$ cat config.mk
export PLATFORM = sky130hd
export DESIGN_NAME = crc32_packet_receiver_with_ack
export DESIGN_NICKNAME = d
export VERILOG_FILES = /design/src/sv/crc32rx_pkg.sv /design/src/sv/crc32rx_queue.sv /design/src/sv/crc32rx_front.sv /design/src/sv/crc32rx_back.sv /design/src/sv/crc32_packet_receiver_with_ack.sv
export SDC_FILE = /design/constraint.sdc
export NUM_CORES = 1
export LEC_CHECK = 0
export BUFFER_PORTS_ARGS = -buffer_cell sky130_fd_sc_hd__buf_4
export CAP_MARGIN = 20
export CORE_MARGIN = 10
export CORE_UTILIZATION = 50
export CTS_CLUSTER_DIAMETER = 100
export CTS_CLUSTER_SIZE = 8
export DETAILED_ROUTE_END_ITERATION = 6
export GPL_ROUTABILITY_DRIVEN = 0
export PLACE_DENSITY = 0.7
export SLEW_MARGIN = 30
export SYNTH_ARGS = -nofsm -noshare
export SYNTH_HDL_FRONTEND = slang
export SYNTH_HIERARCHICAL = 1
export SYNTH_SLANG_ARGS = --single-unit
export TNS_END_PERCENT = 1
$ cat constraint.sdc
create_clock -name clk -period 3.65 [get_ports clk]
set_input_delay 0.5475 -clock clk [delete_from_list [all_inputs] [get_ports clk]]
set_output_delay 0.5475 -clock clk [all_outputs]
set_load 0.01 [all_outputs]
$ cat src/sv/crc32rx_pkg.sv
// Shared types, constants and the CRC byte update for the CRC-32 packet receiver.
`default_nettype none
package crc32rx_pkg;

	// Field widths
	localparam int unsigned SIZE_W  = 16;
	localparam int unsigned COUNT_W = 17;
	localparam int unsigned CRC_W   = 32;
	localparam int unsigned MS_W    = 16;
	localparam int unsigned CFG_IDX_W = 8;

	// Command queue between front and back
	localparam int unsigned QDEPTH  = 4;
	localparam int unsigned QPTR_W  = $clog2(QDEPTH);
	localparam int unsigned QCNT_W  = QPTR_W + 1;

	// Configuration register indexes and reset values
	localparam logic [CFG_IDX_W-1:0] CFG_PACKET_SIZE   = 8'd0;
	localparam logic [CFG_IDX_W-1:0] CFG_TIMEOUT_LIMIT = 8'd1;
	localparam logic [SIZE_W-1:0]    PACKET_SIZE_RST   = 16'd64;
	localparam logic [MS_W-1:0]      TIMEOUT_LIMIT_RST = 16'hFFFF;

	// Input action codes
	localparam logic [1:0] ACT_START = 2'd0;
	localparam logic [1:0] ACT_BYTE  = 2'd1;
	localparam logic [1:0] ACT_TICK  = 2'd2;

	// Result kind codes
	localparam logic [1:0] KIND_PAYLOAD = 2'd0;
	localparam logic [1:0] KIND_REPLY   = 2'd1;
	localparam logic [1:0] KIND_OUTCOME = 2'd2;

	// Outcome codes
	localparam logic OUTCOME_GOOD    = 1'b0;
	localparam logic OUTCOME_TIMEOUT = 1'b1;

	// CRC constants
	localparam logic [CRC_W-1:0] CRC_POLY = 32'hEDB88320;
	localparam logic [CRC_W-1:0] CRC_INIT = 32'hFFFFFFFF;

	// Reply characters
	localparam logic [7:0] CH_NL = 8'h0A;

	typedef struct packed {
		logic [1:0] action;
		logic [7:0] line_byte;
	} in_item_t;

	typedef struct packed {
		logic [1:0] kind;
		logic [7:0] byte_value;
		logic       outcome;
		logic       last;
	} out_item_t;

	typedef enum logic [1:0] {
		CMD_PAYLOAD,
		CMD_TIMEOUT,
		CMD_ACK_OK,
		CMD_ACK_BAD
	} cmd_kind_t;

	typedef struct packed {
		cmd_kind_t  kind;
		logic [7:0] data;
	} cmd_t;

	// Fold one byte into a reflected CRC-32
	function automatic logic [CRC_W-1:0] crc_fold(input logic [CRC_W-1:0] crc,
		input logic [7:0] b);
		logic [CRC_W-1:0] c;
		c = crc ^ {24'd0, b};
		for (int i = 0; i < 8; i++) begin
			c = c[0] ? ((c >> 1) ^ CRC_POLY) : (c >> 1);
		end
		return c;
	endfunction

	// Character of the TRU/FAL reply at a given position
	function automatic logic [7:0] reply_char(input logic ok, input logic [1:0] pos);
		logic [7:0] ch;
		case (pos)
			2'd0:    ch = ok ? 8'h54 : 8'h46; // T / F
			2'd1:    ch = ok ? 8'h52 : 8'h41; // R / A
			2'd2:    ch = ok ? 8'h55 : 8'h4C; // U / L
			default: ch = CH_NL;
		endcase
		return ch;
	endfunction

endpackage
`default_nettype wire

$ cat src/sv/crc32rx_queue.sv
// Short command queue between the receive front end and the result back end.
`default_nettype none
module crc32rx_queue (
	input  wire                   clk,
	input  wire                   arst_n,
	input  wire                   push,
	input  crc32rx_pkg::cmd_t     push_cmd,
	output logic                  full,
	input  wire                   pop,
	output crc32rx_pkg::cmd_t     head,
	output logic                  head_valid
);

	crc32rx_pkg::cmd_t                  mem_q [crc32rx_pkg::QDEPTH];
	logic [crc32rx_pkg::QPTR_W-1:0]     wr_ptr_q;
	logic [crc32rx_pkg::QPTR_W-1:0]     rd_ptr_q;
	logic [crc32rx_pkg::QCNT_W-1:0]     count_q;

	assign full       = (count_q == crc32rx_pkg::QCNT_W'(crc32rx_pkg::QDEPTH));
	assign head_valid = (count_q != '0);
	assign head       = mem_q[rd_ptr_q];

	// Store pushed commands
	always_ff @(posedge clk) begin
		if (push) begin
			mem_q[wr_ptr_q] <= push_cmd;
		end
	end

	// Advance pointers and occupancy
	always_ff @(posedge clk or negedge arst_n) begin
		if (!arst_n) begin
			wr_ptr_q <= '0;
			rd_ptr_q <= '0;
			count_q  <= '0;
		end else begin
			if (push) begin
				wr_ptr_q <= wr_ptr_q + 1'b1;
			end
			if (pop) begin
				rd_ptr_q <= rd_ptr_q + 1'b1;
			end
			if (push && !pop) begin
				count_q <= count_q + 1'b1;
			end else if (pop && !push) begin
				count_q <= count_q - 1'b1;
			end
		end
	end

endmodule
`default_nettype wire

$ cat src/sv/crc32rx_front.sv
// Front end: configuration registers, session state, CRC check and command issue.
`default_nettype none
module crc32rx_front (
	input  wire                                    clk,
	input  wire                                    arst_n,
	input  wire                                    in_valid,
	output logic                                   in_stall,
	input  crc32rx_pkg::in_item_t                  in_data,
	input  wire                                    cfg_valid,
	output logic                                   cfg_ready,
	input  wire [crc32rx_pkg::CFG_IDX_W-1:0]       cfg_index,
	input  wire [15:0]                             cfg_data,
	input  wire                                    q_full,
	output logic                                   push,
	output crc32rx_pkg::cmd_t                      push_cmd
);

	logic [crc32rx_pkg::SIZE_W-1:0]  psize_q;
	logic [crc32rx_pkg::MS_W-1:0]    tlimit_q;
	logic                            session_q;
	logic [crc32rx_pkg::COUNT_W-1:0] count_q;
	logic [crc32rx_pkg::CRC_W-1:0]   crc_q;
	logic [crc32rx_pkg::CRC_W-1:0]   rcrc_q;
	logic [crc32rx_pkg::MS_W-1:0]    elapsed_q;

	logic                            accept;
	logic [crc32rx_pkg::MS_W-1:0]    elapsed_nxt;
	logic                            timed_out;
	logic                            is_payload;
	logic [crc32rx_pkg::COUNT_W-1:0] offset;
	logic [crc32rx_pkg::CRC_W-1:0]   rcrc_nxt;
	logic                            crc_done;
	logic                            crc_match;

	assign cfg_ready = 1'b1;
	assign in_stall  = q_full;
	assign accept    = in_valid && !q_full;

	// Classify the current item
	always_comb begin
		elapsed_nxt = elapsed_q + 1'b1;
		timed_out   = (elapsed_nxt >= tlimit_q) || (elapsed_nxt == '0);
		is_payload  = (count_q < {1'b0, psize_q});
		offset      = count_q - {1'b0, psize_q};
		rcrc_nxt    = rcrc_q | ({24'd0, in_data.line_byte} << {offset[1:0], 3'b000});
		crc_done    = (offset >= crc32rx_pkg::COUNT_W'(3));
		crc_match   = ((crc_q ^ crc32rx_pkg::CRC_INIT) == rcrc_nxt);
	end

	// Issue a command for items that cause results
	always_comb begin
		push          = 1'b0;
		push_cmd.kind = crc32rx_pkg::CMD_PAYLOAD;
		push_cmd.data = in_data.line_byte;
		if (accept && session_q) begin
			case (in_data.action)
				crc32rx_pkg::ACT_TICK: begin
					push          = timed_out;
					push_cmd.kind = crc32rx_pkg::CMD_TIMEOUT;
				end
				crc32rx_pkg::ACT_BYTE: begin
					if (is_payload) begin
						push = 1'b1;
					end else begin
						push          = crc_done;
						push_cmd.kind = crc_match ? crc32rx_pkg::CMD_ACK_OK
							: crc32rx_pkg::CMD_ACK_BAD;
					end
				end
				default: push = 1'b0;
			endcase
		end
	end

	// Hold configuration
	always_ff @(posedge clk or negedge arst_n) begin
		if (!arst_n) begin
			psize_q  <= crc32rx_pkg::PACKET_SIZE_RST;
			tlimit_q <= crc32rx_pkg::TIMEOUT_LIMIT_RST;
		end else if (cfg_valid) begin
			if (cfg_index == crc32rx_pkg::CFG_PACKET_SIZE) begin
				psize_q <= cfg_data;
			end else if (cfg_index == crc32rx_pkg::CFG_TIMEOUT_LIMIT) begin
				tlimit_q <= cfg_data;
			end
		end
	end

	// Advance session state on each accepted transfer
	always_ff @(posedge clk or negedge arst_n) begin
		if (!arst_n) begin
			session_q <= 1'b0;
			count_q   <= '0;
			crc_q     <= crc32rx_pkg::CRC_INIT;
			rcrc_q    <= '0;
			elapsed_q <= '0;
		end else if (accept) begin
			case (in_data.action)
				crc32rx_pkg::ACT_START: begin
					session_q <= 1'b1;
					count_q   <= '0;
					crc_q     <= crc32rx_pkg::CRC_INIT;
					rcrc_q    <= '0;
					elapsed_q <= '0;
				end
				crc32rx_pkg::ACT_TICK: begin
					if (session_q) begin
						elapsed_q <= elapsed_nxt;
						if (timed_out) begin
							session_q <= 1'b0;
						end
					end
				end
				crc32rx_pkg::ACT_BYTE: begin
					if (session_q) begin
						if (is_payload) begin
							crc_q   <= crc32rx_pkg::crc_fold(crc_q, in_data.line_byte);
							count_q <= count_q + 1'b1;
						end else if (!crc_done) begin
							rcrc_q  <= rcrc_nxt;
							count_q <= count_q + 1'b1;
						end else begin
							// restart the attempt; close on a good packet
							count_q <= '0;
							crc_q   <= crc32rx_pkg::CRC_INIT;
							rcrc_q  <= '0;
							if (crc_match) begin
								session_q <= 1'b0;
							end
						end
					end
				end
				default: session_q <= session_q;
			endcase
		end
	end

endmodule
`default_nettype wire

$ cat src/sv/crc32rx_back.sv
// Back end: expand queued commands into result items behind an output register.
`default_nettype none
module crc32rx_back (
	input  wire                     clk,
	input  wire                     arst_n,
	input  crc32rx_pkg::cmd_t       head,
	input  wire                     head_valid,
	output logic                    pop,
	output logic                    out_valid,
	input  wire                     out_stall,
	output crc32rx_pkg::out_item_t  out_data
);

	logic [2:0]                 idx_q;
	logic                       out_valid_q;
	crc32rx_pkg::out_item_t     out_data_q;
	crc32rx_pkg::out_item_t     item;
	logic                       load;

	assign out_valid = out_valid_q;
	assign out_data  = out_data_q;
	assign load      = !out_valid_q || !out_stall;
	assign pop       = load && head_valid && item.last;

	// Build the next result item of the head command
	always_comb begin
		item.kind       = crc32rx_pkg::KIND_PAYLOAD;
		item.byte_value = head.data;
		item.outcome    = crc32rx_pkg::OUTCOME_GOOD;
		item.last       = 1'b1;
		case (head.kind)
			crc32rx_pkg::CMD_PAYLOAD: begin
				item.kind = crc32rx_pkg::KIND_PAYLOAD;
			end
			crc32rx_pkg::CMD_TIMEOUT: begin
				item.kind       = crc32rx_pkg::KIND_OUTCOME;
				item.byte_value = '0;
				item.outcome    = crc32rx_pkg::OUTCOME_TIMEOUT;
			end
			crc32rx_pkg::CMD_ACK_OK: begin
				if (idx_q[2]) begin
					item.kind       = crc32rx_pkg::KIND_OUTCOME;
					item.byte_value = '0;
				end else begin
					item.kind       = crc32rx_pkg::KIND_REPLY;
					item.byte_value = crc32rx_pkg::reply_char(1'b1, idx_q[1:0]);
					item.last       = 1'b0;
				end
			end
			default: begin
				item.kind       = crc32rx_pkg::KIND_REPLY;
				item.byte_value = crc32rx_pkg::reply_char(1'b0, idx_q[1:0]);
				item.last       = (idx_q[1:0] == 2'd3);
			end
		endcase
	end

	// Hold the result until the receiver takes it
	always_ff @(posedge clk) begin
		if (load && head_valid) begin
			out_data_q <= item;
		end
	end

	// Advance position within the command
	always_ff @(posedge clk or negedge arst_n) begin
		if (!arst_n) begin
			out_valid_q <= 1'b0;
			idx_q       <= '0;
		end else if (load) begin
			out_valid_q <= head_valid;
			if (head_valid) begin
				idx_q <= item.last ? 3'd0 : idx_q + 3'd1;
			end
		end
	end

endmodule
`default_nettype wire

$ cat src/sv/crc32_packet_receiver_with_ack.sv
// Top level of the CRC-32 framed packet receiver with TRU/FAL acknowledgement.
//
// Input channel (in_valid/in_stall/in_data): start, line byte or millisecond
// tick, one transfer per cycle while in_stall is low. Output channel
// (out_valid/out_stall/out_data): payload bytes for the host, reply characters for
// the line and the session outcome; the final item from an input carries last.
// Configuration (cfg_valid/cfg_ready/cfg_index/cfg_data): index 0 packet size,
// index 1 timeout limit; always ready, write only while the block is idle.
// An input's command is queued; its results leave via the output register.
// When unstalled: one input per cycle; a payload byte gives one result per cycle,
// a CRC verdict gives four or five results, one per cycle at the output register.
// A four-entry command queue lets the front keep taking inputs while the output
// drains; when the receiver stalls and the queue fills, in_stall rises.
// Reset: session closed, packet size 64, timeout limit 65535, output empty.
`default_nettype none
module crc32_packet_receiver_with_ack (
	input  wire                                 clk,
	input  wire                                 arst_n,
	input  wire                                 in_valid,
	output logic                                in_stall,
	input  crc32rx_pkg::in_item_t               in_data,
	output logic                                out_valid,
	input  wire                                 out_stall,
	output crc32rx_pkg::out_item_t              out_data,
	input  wire                                 cfg_valid,
	output logic                                cfg_ready,
	input  wire [crc32rx_pkg::CFG_IDX_W-1:0]    cfg_index,
	input  wire [15:0]                          cfg_data
);

	logic                   q_full;
	logic                   push;
	crc32rx_pkg::cmd_t      push_cmd;
	logic                   pop;
	crc32rx_pkg::cmd_t      head;
	logic                   head_valid;

	crc32rx_front u_front (
		.clk       (clk),
		.arst_n    (arst_n),
		.in_valid  (in_valid),
		.in_stall  (in_stall),
		.in_data   (in_data),
		.cfg_valid (cfg_valid),
		.cfg_ready (cfg_ready),
		.cfg_index (cfg_index),
		.cfg_data  (cfg_data),
		.q_full    (q_full),
		.push      (push),
		.push_cmd  (push_cmd)
	);

	crc32rx_queue u_queue (
		.clk        (clk),
		.arst_n     (arst_n),
		.push       (push),
		.push_cmd   (push_cmd),
		.full       (q_full),
		.pop        (pop),
		.head       (head),
		.head_valid (head_valid)
	);

	crc32rx_back u_back (
		.clk        (clk),
		.arst_n     (arst_n),
		.head       (head),
		.head_valid (head_valid),
		.pop        (pop),
		.out_valid  (out_valid),
		.out_stall  (out_stall),
		.out_data   (out_data)
	);

endmodule
`default_nettype wire

[After elaboration in Yosys (flattened, before gate mapping)]
Memories as Yosys holds them, arrays and structs flattened.
Cells that the tools add are included.
Storage, ports and cells
  flip-flop bits (word level): 153
  memory bits (writable): 40
  bits of input ports: 39
  memories: 1
Cells by class
  $add $sub $neg: 8
  order comparisons: 3
  eq/ne operators: 14
  shift operators: 1
  multiplexer cells: 49
  bitwise operators: 12
  reductions and logical operators: 32
Memory list
  u_queue.mem_q: depth 4, bits a word 10, read ports 1, clocked after Yosys merged registers in 0, wr ports 1, line crc32rx_queue.sv:14  | crc32rx_pkg::cmd_t mem_q [crc32rx_pkg::QDEPTH];
Operators with widths (count)
  32-bit two-way mux: 14
  32-bit one-hot mux with 2 select lines: 2
  13-bit NOT with 14-bit output: 8
  17-bit two-way mux: 3
  7-bit one-hot mux with 3 select lines: 2
  17-bit one-hot mux with 2 select lines: 1
  32-bit == test: 1
  32-bit NOT: 1
  32-bit bitwise OR: 1
  16-bit one-hot mux with 2 select lines: 1
  8-bit by 5-bit << shifter with 32-bit output: 1
  32-bit by 8-bit bitwise XOR with 32-bit output: 1
  8-bit one-hot mux with 3 select lines: 1
  17-bit by 1-bit adder with 17-bit output (second input constant): 1
  17-bit by 2-bit greater-or-equal comparator with 1-bit output (second input constant): 1
  17-bit by 16-bit < comparator with 1-bit output: 1
  17-bit by 16-bit subtractor with 17-bit output: 1
  16-bit by 1-bit adder with 16-bit output (second input constant): 1
  16-bit greater-or-equal comparator: 1
  16-bit zero test: 1
  16-bit two-way mux: 1
  1-bit two-way mux: 13
  10-bit two-way mux: 1
  3-bit two-way mux: 3
  27 further kinds: 57

[Logic depth before layout (Yosys ltp)]
  depth in word-level cells: 20
  mapped depth: 20

[Hierarchy]
Netlist, hierarchy kept.
By module, submodules not included
  crc32rx_front: instances 1, cells each 921, area an instance 8739.6 um^2, seq. area each 3314.4 um^2
  crc32rx_queue: instances 1, cells each 86, area an instance 1841.8 um^2, seq. area each 1376.3 um^2
  crc32rx_back: instances 1, cells each 69, area an instance 805.8 um^2, seq. area each 460.4 um^2

[Worst setup path after synthesis]
Ideal clock, no wire load.
  path type: reg-to-reg
  from: register u_front/count_q[0] (netlist name)
  to: register u_queue/count_q[1] (netlist name)
  data arrival time: 3.744 ns
  required time: 3.525 ns
  setup slack: -0.219 ns
  cell stages (with the launch flop): 17
  clock period less this slack: 3.869 ns
  path through: dfrtp_1 -> inv_1 -> ha_1 -> fa_1 -> nor2_1 -> a211oi_1 -> nand4bb_1 -> or4_4 -> nor4_4 -> nand2_1 -> or3_4 -> a22oi_1 -> nor2_1 -> ha_1 -> inv_1 -> fa_1 -> mux2_2
Between the ends
  cells in the longest elaborated chain, start to end: 8
RTL lines
  from (decl): line crc32rx_front.sv:21  | logic [crc32rx_pkg::COUNT_W-1:0] count_q;
  from (signal assigned): line crc32rx_front.sv:118  | count_q <= count_q + 1'b1;
  from (signal assigned): line crc32rx_front.sv:121  | count_q <= count_q + 1'b1;
  17-bit by 16-bit subtractor with 17-bit output: line crc32rx_front.sv:44  | offset = count_q - {1'b0, psize_q};
  17-bit by 2-bit greater-or-equal comparator with 1-bit output: line crc32rx_front.sv:46  | crc_done = (offset >= crc32rx_pkg::COUNT_W'(3));
  1-bit two-way mux (*): line crc32rx_front.sv:62  | if (is_payload) begin
  1-bit one-hot mux with 2 select lines (*): line crc32rx_front.sv:56  | case (in_data.action)
  1-bit two-way mux (*): line crc32rx_front.sv:55  | if (accept && session_q) begin
  named net push: line crc32_packet_receiver_with_ack.sv:32  | logic push;
  1-bit zero test: line crc32rx_queue.sv:45  | end else if (pop && !push) begin
  1-bit logical AND: line crc32rx_queue.sv:45
  2-bit nonzero test (no line)
  to (signal assigned): line crc32rx_queue.sv:44  | count_q <= count_q + 1'b1;
  to (signal assigned): line crc32rx_queue.sv:46  | count_q <= count_q - 1'b1;
  to (decl): line crc32rx_queue.sv:17  | logic [crc32rx_pkg::QCNT_W-1:0] count_q;
The timed path passes the listed nets; every way through them passes the cells marked *.
A chain may end at the register's enable or synchronous reset.

[Worst setup path in the final report]
  from: register u_front/psize_q[0] (netlist name)
  to: register u_queue/count_q[1] (netlist name)
Between the ends
  cells in the longest elaborated chain, start to end: 8
RTL lines
  from (decl): line crc32rx_front.sv:18  | logic [crc32rx_pkg::SIZE_W-1:0] psize_q;
  from (signal assigned): line crc32rx_front.sv:78  | psize_q <= crc32rx_pkg::PACKET_SIZE_RST;
  from (signal assigned): line crc32rx_front.sv:82  | psize_q <= cfg_data;
  17-bit by 16-bit subtractor with 17-bit output: line crc32rx_front.sv:44
  17-bit by 2-bit greater-or-equal comparator with 1-bit output: line crc32rx_front.sv:46
  1-bit two-way mux (*): line crc32rx_front.sv:62
  1-bit one-hot mux with 2 select lines (*): line crc32rx_front.sv:56
  1-bit two-way mux (*): line crc32rx_front.sv:55
  named net push: line crc32_packet_receiver_with_ack.sv:32
  1-bit zero test: line crc32rx_queue.sv:45
  1-bit logical AND: line crc32rx_queue.sv:45
  2-bit nonzero test (no line)
Marks and branches as above.

==> qor.csv <==
stage,metric,value,unit
clocking,worst skew pair latency,0.44,ns
place,placed insts,1437,
timing,max-slew violations,0,
synthesis,#FFs+latches synth,193,
timing,Slew @ Worst Pin,0.942,ns
synthesis,Cells after Synth,1076,
routing,drt total wl,25.5,mm
critical_path,CP Data Required Time,3.97,ns
timing,period utilisation layout,1.07,
cells_and_area,Multi-input gate area,5730,um2
min_path,Hold Path Class,in -> async,
synthesis,Mapped Area,11400,um2
global_routing,Total GRT Usage,0.179,
power_and_ir_drop,Peak supply drop,0.406,mV
synthesis,Synth Area per Inst,10.6,um2
synthesis,largest family of logic cells by synthesized area,simple AND/OR/NAND/NOR gates,
synthesis,Synth Warn #,6,
timing,setup violators final,2,
place,DP Worst Slack,-0.211,ns
cells_and_area,Reg area,5150,um2
synthesis,Mapped Nets,1168,
synthesis,Adder-Cell Fraction of Synth Area,0.0596,
clocking,CTS Buf Count,17,
floorplanning,Die X,171,um
routing,vias,8122,
floorplanning,Starting Density,0.506,
critical_path,RR Endpoint,u_queue/count_q[1],
floorplanning,IO Count,54,
critical_path,R2R depth,14,
routing,Post-route DRC,0,
cells_and_area,share of cells above drive strength 1,0.260,
place,DP Area,12500,um2
routing,1st-pass router iterations,5,
cells_and_area,Final nets,1263,
synthesis,"Seq/Total Area, Yosys",0.452,
power_and_ir_drop,Cell Pwr Density,712,nW/um2
routing,drt first-iter violations,658,
status,status,"complete, but fails checks",
critical_path,"Arr. time, crit path",4.22,ns
synthesis,"Async S/R FF share, synth",0.731,
clocking,Root Buffer,clkbuf_16,
floorplanning,DIE AREA,29200,um2
timing,Max Freq,257,MHz
cells_and_area,FILL cells,1859,
critical_path,crit path kind,reg -> reg,
routing,Antenna Nets Post-Route,0,
synthesis,compound-gate portion of the synthesized area,0.147,
place,HPWL after DPL,18.8,mm
global_routing,antenna violations before repair,0,
clocking,H-Tree Depth,4,
critical_path,r2r setup slk,-0.24,ns
global_routing,first-pass GRT wire length,42.1,mm
power_and_ir_drop,Leakage Power,5.66,nW
synthesis,Post-Synth Simple-Gate Area,0.150,
synthesis,number of library cell types mapped by synthesis,83,
clocking,CTS Sinks,193,
cells_and_area,Non-Filler Instances,1469,
place,IO buf count,52,
cells_and_area,area delta synth->final,15.5,%
clocking,Worst-path clk slew,0.08,ns
synthesis,area share of xor/xnor cells in the synthesized design,0.0959,
timing,RSZ-0062 raised after global routing,true,
global_routing,largest net degree at the start of global routing,86,
timing,"Hold Violations, Final",0,
clocking,CTS max path bufs,2,
timing,slew margin rel.,0.372,
critical_path,Worst Path Max Fanout,3,
global_routing,Overflow after GRT,0,
floorplanning,Die H,171,um
timing,Setup TNS,-0.333,ns
status,failing checks,setup timing,
cells_and_area,# diodes,0,
floorplanning,std cell rows,55,
cells_and_area,"Core Util, Final",0.584,
critical_path,startpoint types,flop,
power_and_ir_drop,Final Power,9.36,mW
timing,Fin Hold WS,0.149,ns
global_routing,via count of the first global-routing pass,8239,
job,max cap viols,0,
routing,WL/cell,17.4,um
routing,via/cell ratio,5.53,
cells_and_area,"commonest non-fill, non-tap cell in the layout",buf_4,
timing,Final Skew,0.0116,ns
clocking,CTS tree,built,
synthesis,"Primary FF master, synth",dfrtp_1,
cells_and_area,final instance area,13200,um2
synthesis,fraction of synthesized area in multiplexers,0.0446,
timing,final setup margin,-0.243,ns
critical_path,r2r startpoint,u_front/psize_q[0],
synthesis,number of synthesized flops with an enable pin,52,
timing,post-route minimum period,3.89,ns
critical_path,Crit. End Element,flop,
floorplanning,Core Region,22500,um2
cells_and_area,most frequent cells in the layout,"126 x buf_4, 91 x dfrtp_1, 90 x a21oi_1, 85 x xnor2_1, 79 x nand2_1",
-- how the worst max path moves through the flow --
stage                                   from            endpoint  slack [ns]  cells past startpoint
after floorplan           u_front/count_q[0]  u_queue/count_q[1]       -0.09                     16
after global placement    u_front/psize_q[0]  u_queue/count_q[1]       -0.08                     14
after detailed placement  u_front/psize_q[0]  u_queue/count_q[1]       -0.21                     14
after CTS                 u_front/psize_q[0]  u_queue/count_q[1]       -0.21                     15
after global routing      u_front/psize_q[0]  u_queue/count_q[1]       -0.37                     15
final                     u_front/psize_q[0]  u_queue/count_q[1]       -0.24                     14
-- kinds of logic after synthesis --
family,Yosys count
AO/OA/AOI/OAI,255
XOR/XNOR,123
adder cells (fa/ha/maj),53
buffers and inverters,121
flip-flops,193
multiplexers,35
other,1
AND/OR/NAND/NOR,295
-- worst max-delay path: stages (launching register included) --
cell and delay, ns:
dfrtp_1 0.42, ha_4 0.18, fa_1 0.44, o21ai_1 0.20
nand4_1 0.14, or4_4 0.58, nor4_4 0.18, nand2_1 0.07
or3_4 0.35, a22oi_2 0.24, nor2_4 0.05, ha_2 0.19
inv_1 0.07, fa_1 0.41, mux2_2 0.26
-- where the power goes --
part | leakage (nW) | switching [mW] | internal [mW]
registers | 2.17 | 0.414 | 2.85
clock network | 0.307 | 0.970 | 1.01
logic | 3.18 | 2.11 | 2.01
total | 5.66 | 3.49 | 5.87
-- registers in the layout, summed over array words and instances, names as in the netlist --
signal / count
u_back/out_valid: 1
u_back/idx_q: 3
u_queue/count_q: 3
u_queue/wr_ptr_q: 2
u_front/count_q: 17
u_front/session_q: 1
u_queue/rd_ptr_q: 2
u_front/elapsed_q: 16
u_front/rcrc_q: 32
u_back/out_data: 12
u_front/psize_q: 16
u_queue/mem_q: 40
u_front/crc_q: 32
u_front/tlimit_q: 16
-- layer usage --
| layer | global-route usage | vias up | share of wire |
|---|---|---|---|
| li1 | - | 3976 | - |
| met1 | 0.239 | 3955 | 0.47 |
| met2 | 0.292 | 159 | 0.48 |
| met3 | 0.0288 | 32 | 0.038 |
| met4 | 0.0578 | 0 | 0.017 |
| met5 | 0 | - | 0 |
-- cells in the mapped netlist, types with 10 or more instances --
cell type	number	area [um2]
clkbuf_1	28	105
a21o_1	11	82.6
o21ai_0	47	235
dfrtp_1	92	2300
nand2_1	79	297
a21oi_1	91	455
xnor2_1	85	744
nand2b_1	11	68.8
a2bb2oi_1	31	272
dfstp_2	49	1290
nor2_4	30	338
nor2_1	49	184
xor2_1	36	315
a22o_1	11	96.3
inv_1	64	240
and3_1	14	87.6
buf_2	10	50.1
nand3_1	28	140
ha_1	51	638
buf_4	11	82.6
and2_1	10	62.6
edfxtp_1	52	1560
mux2_2	20	225
nand4_1	17	106
nor2b_1	13	81.3
-- repair_timing --
item                       in CTS  in global routing
setup endpoints to repair       2                 43
setup buffers                   0                  0
pin swaps                       0                  2
hold buffers                    0                  0
gates resized for setup         1                 10
-- layout make-up --
type,count,share of cell area
sequential,193,0.392
timing repair buffer,131,0.0789
clock buffer,17,0.0323
multi-input combinational,762,0.435
inverter,66,0.0188
clock inverter,15,0.0156
tap,285,0.0271
Power figures use the tool's default switching activity.
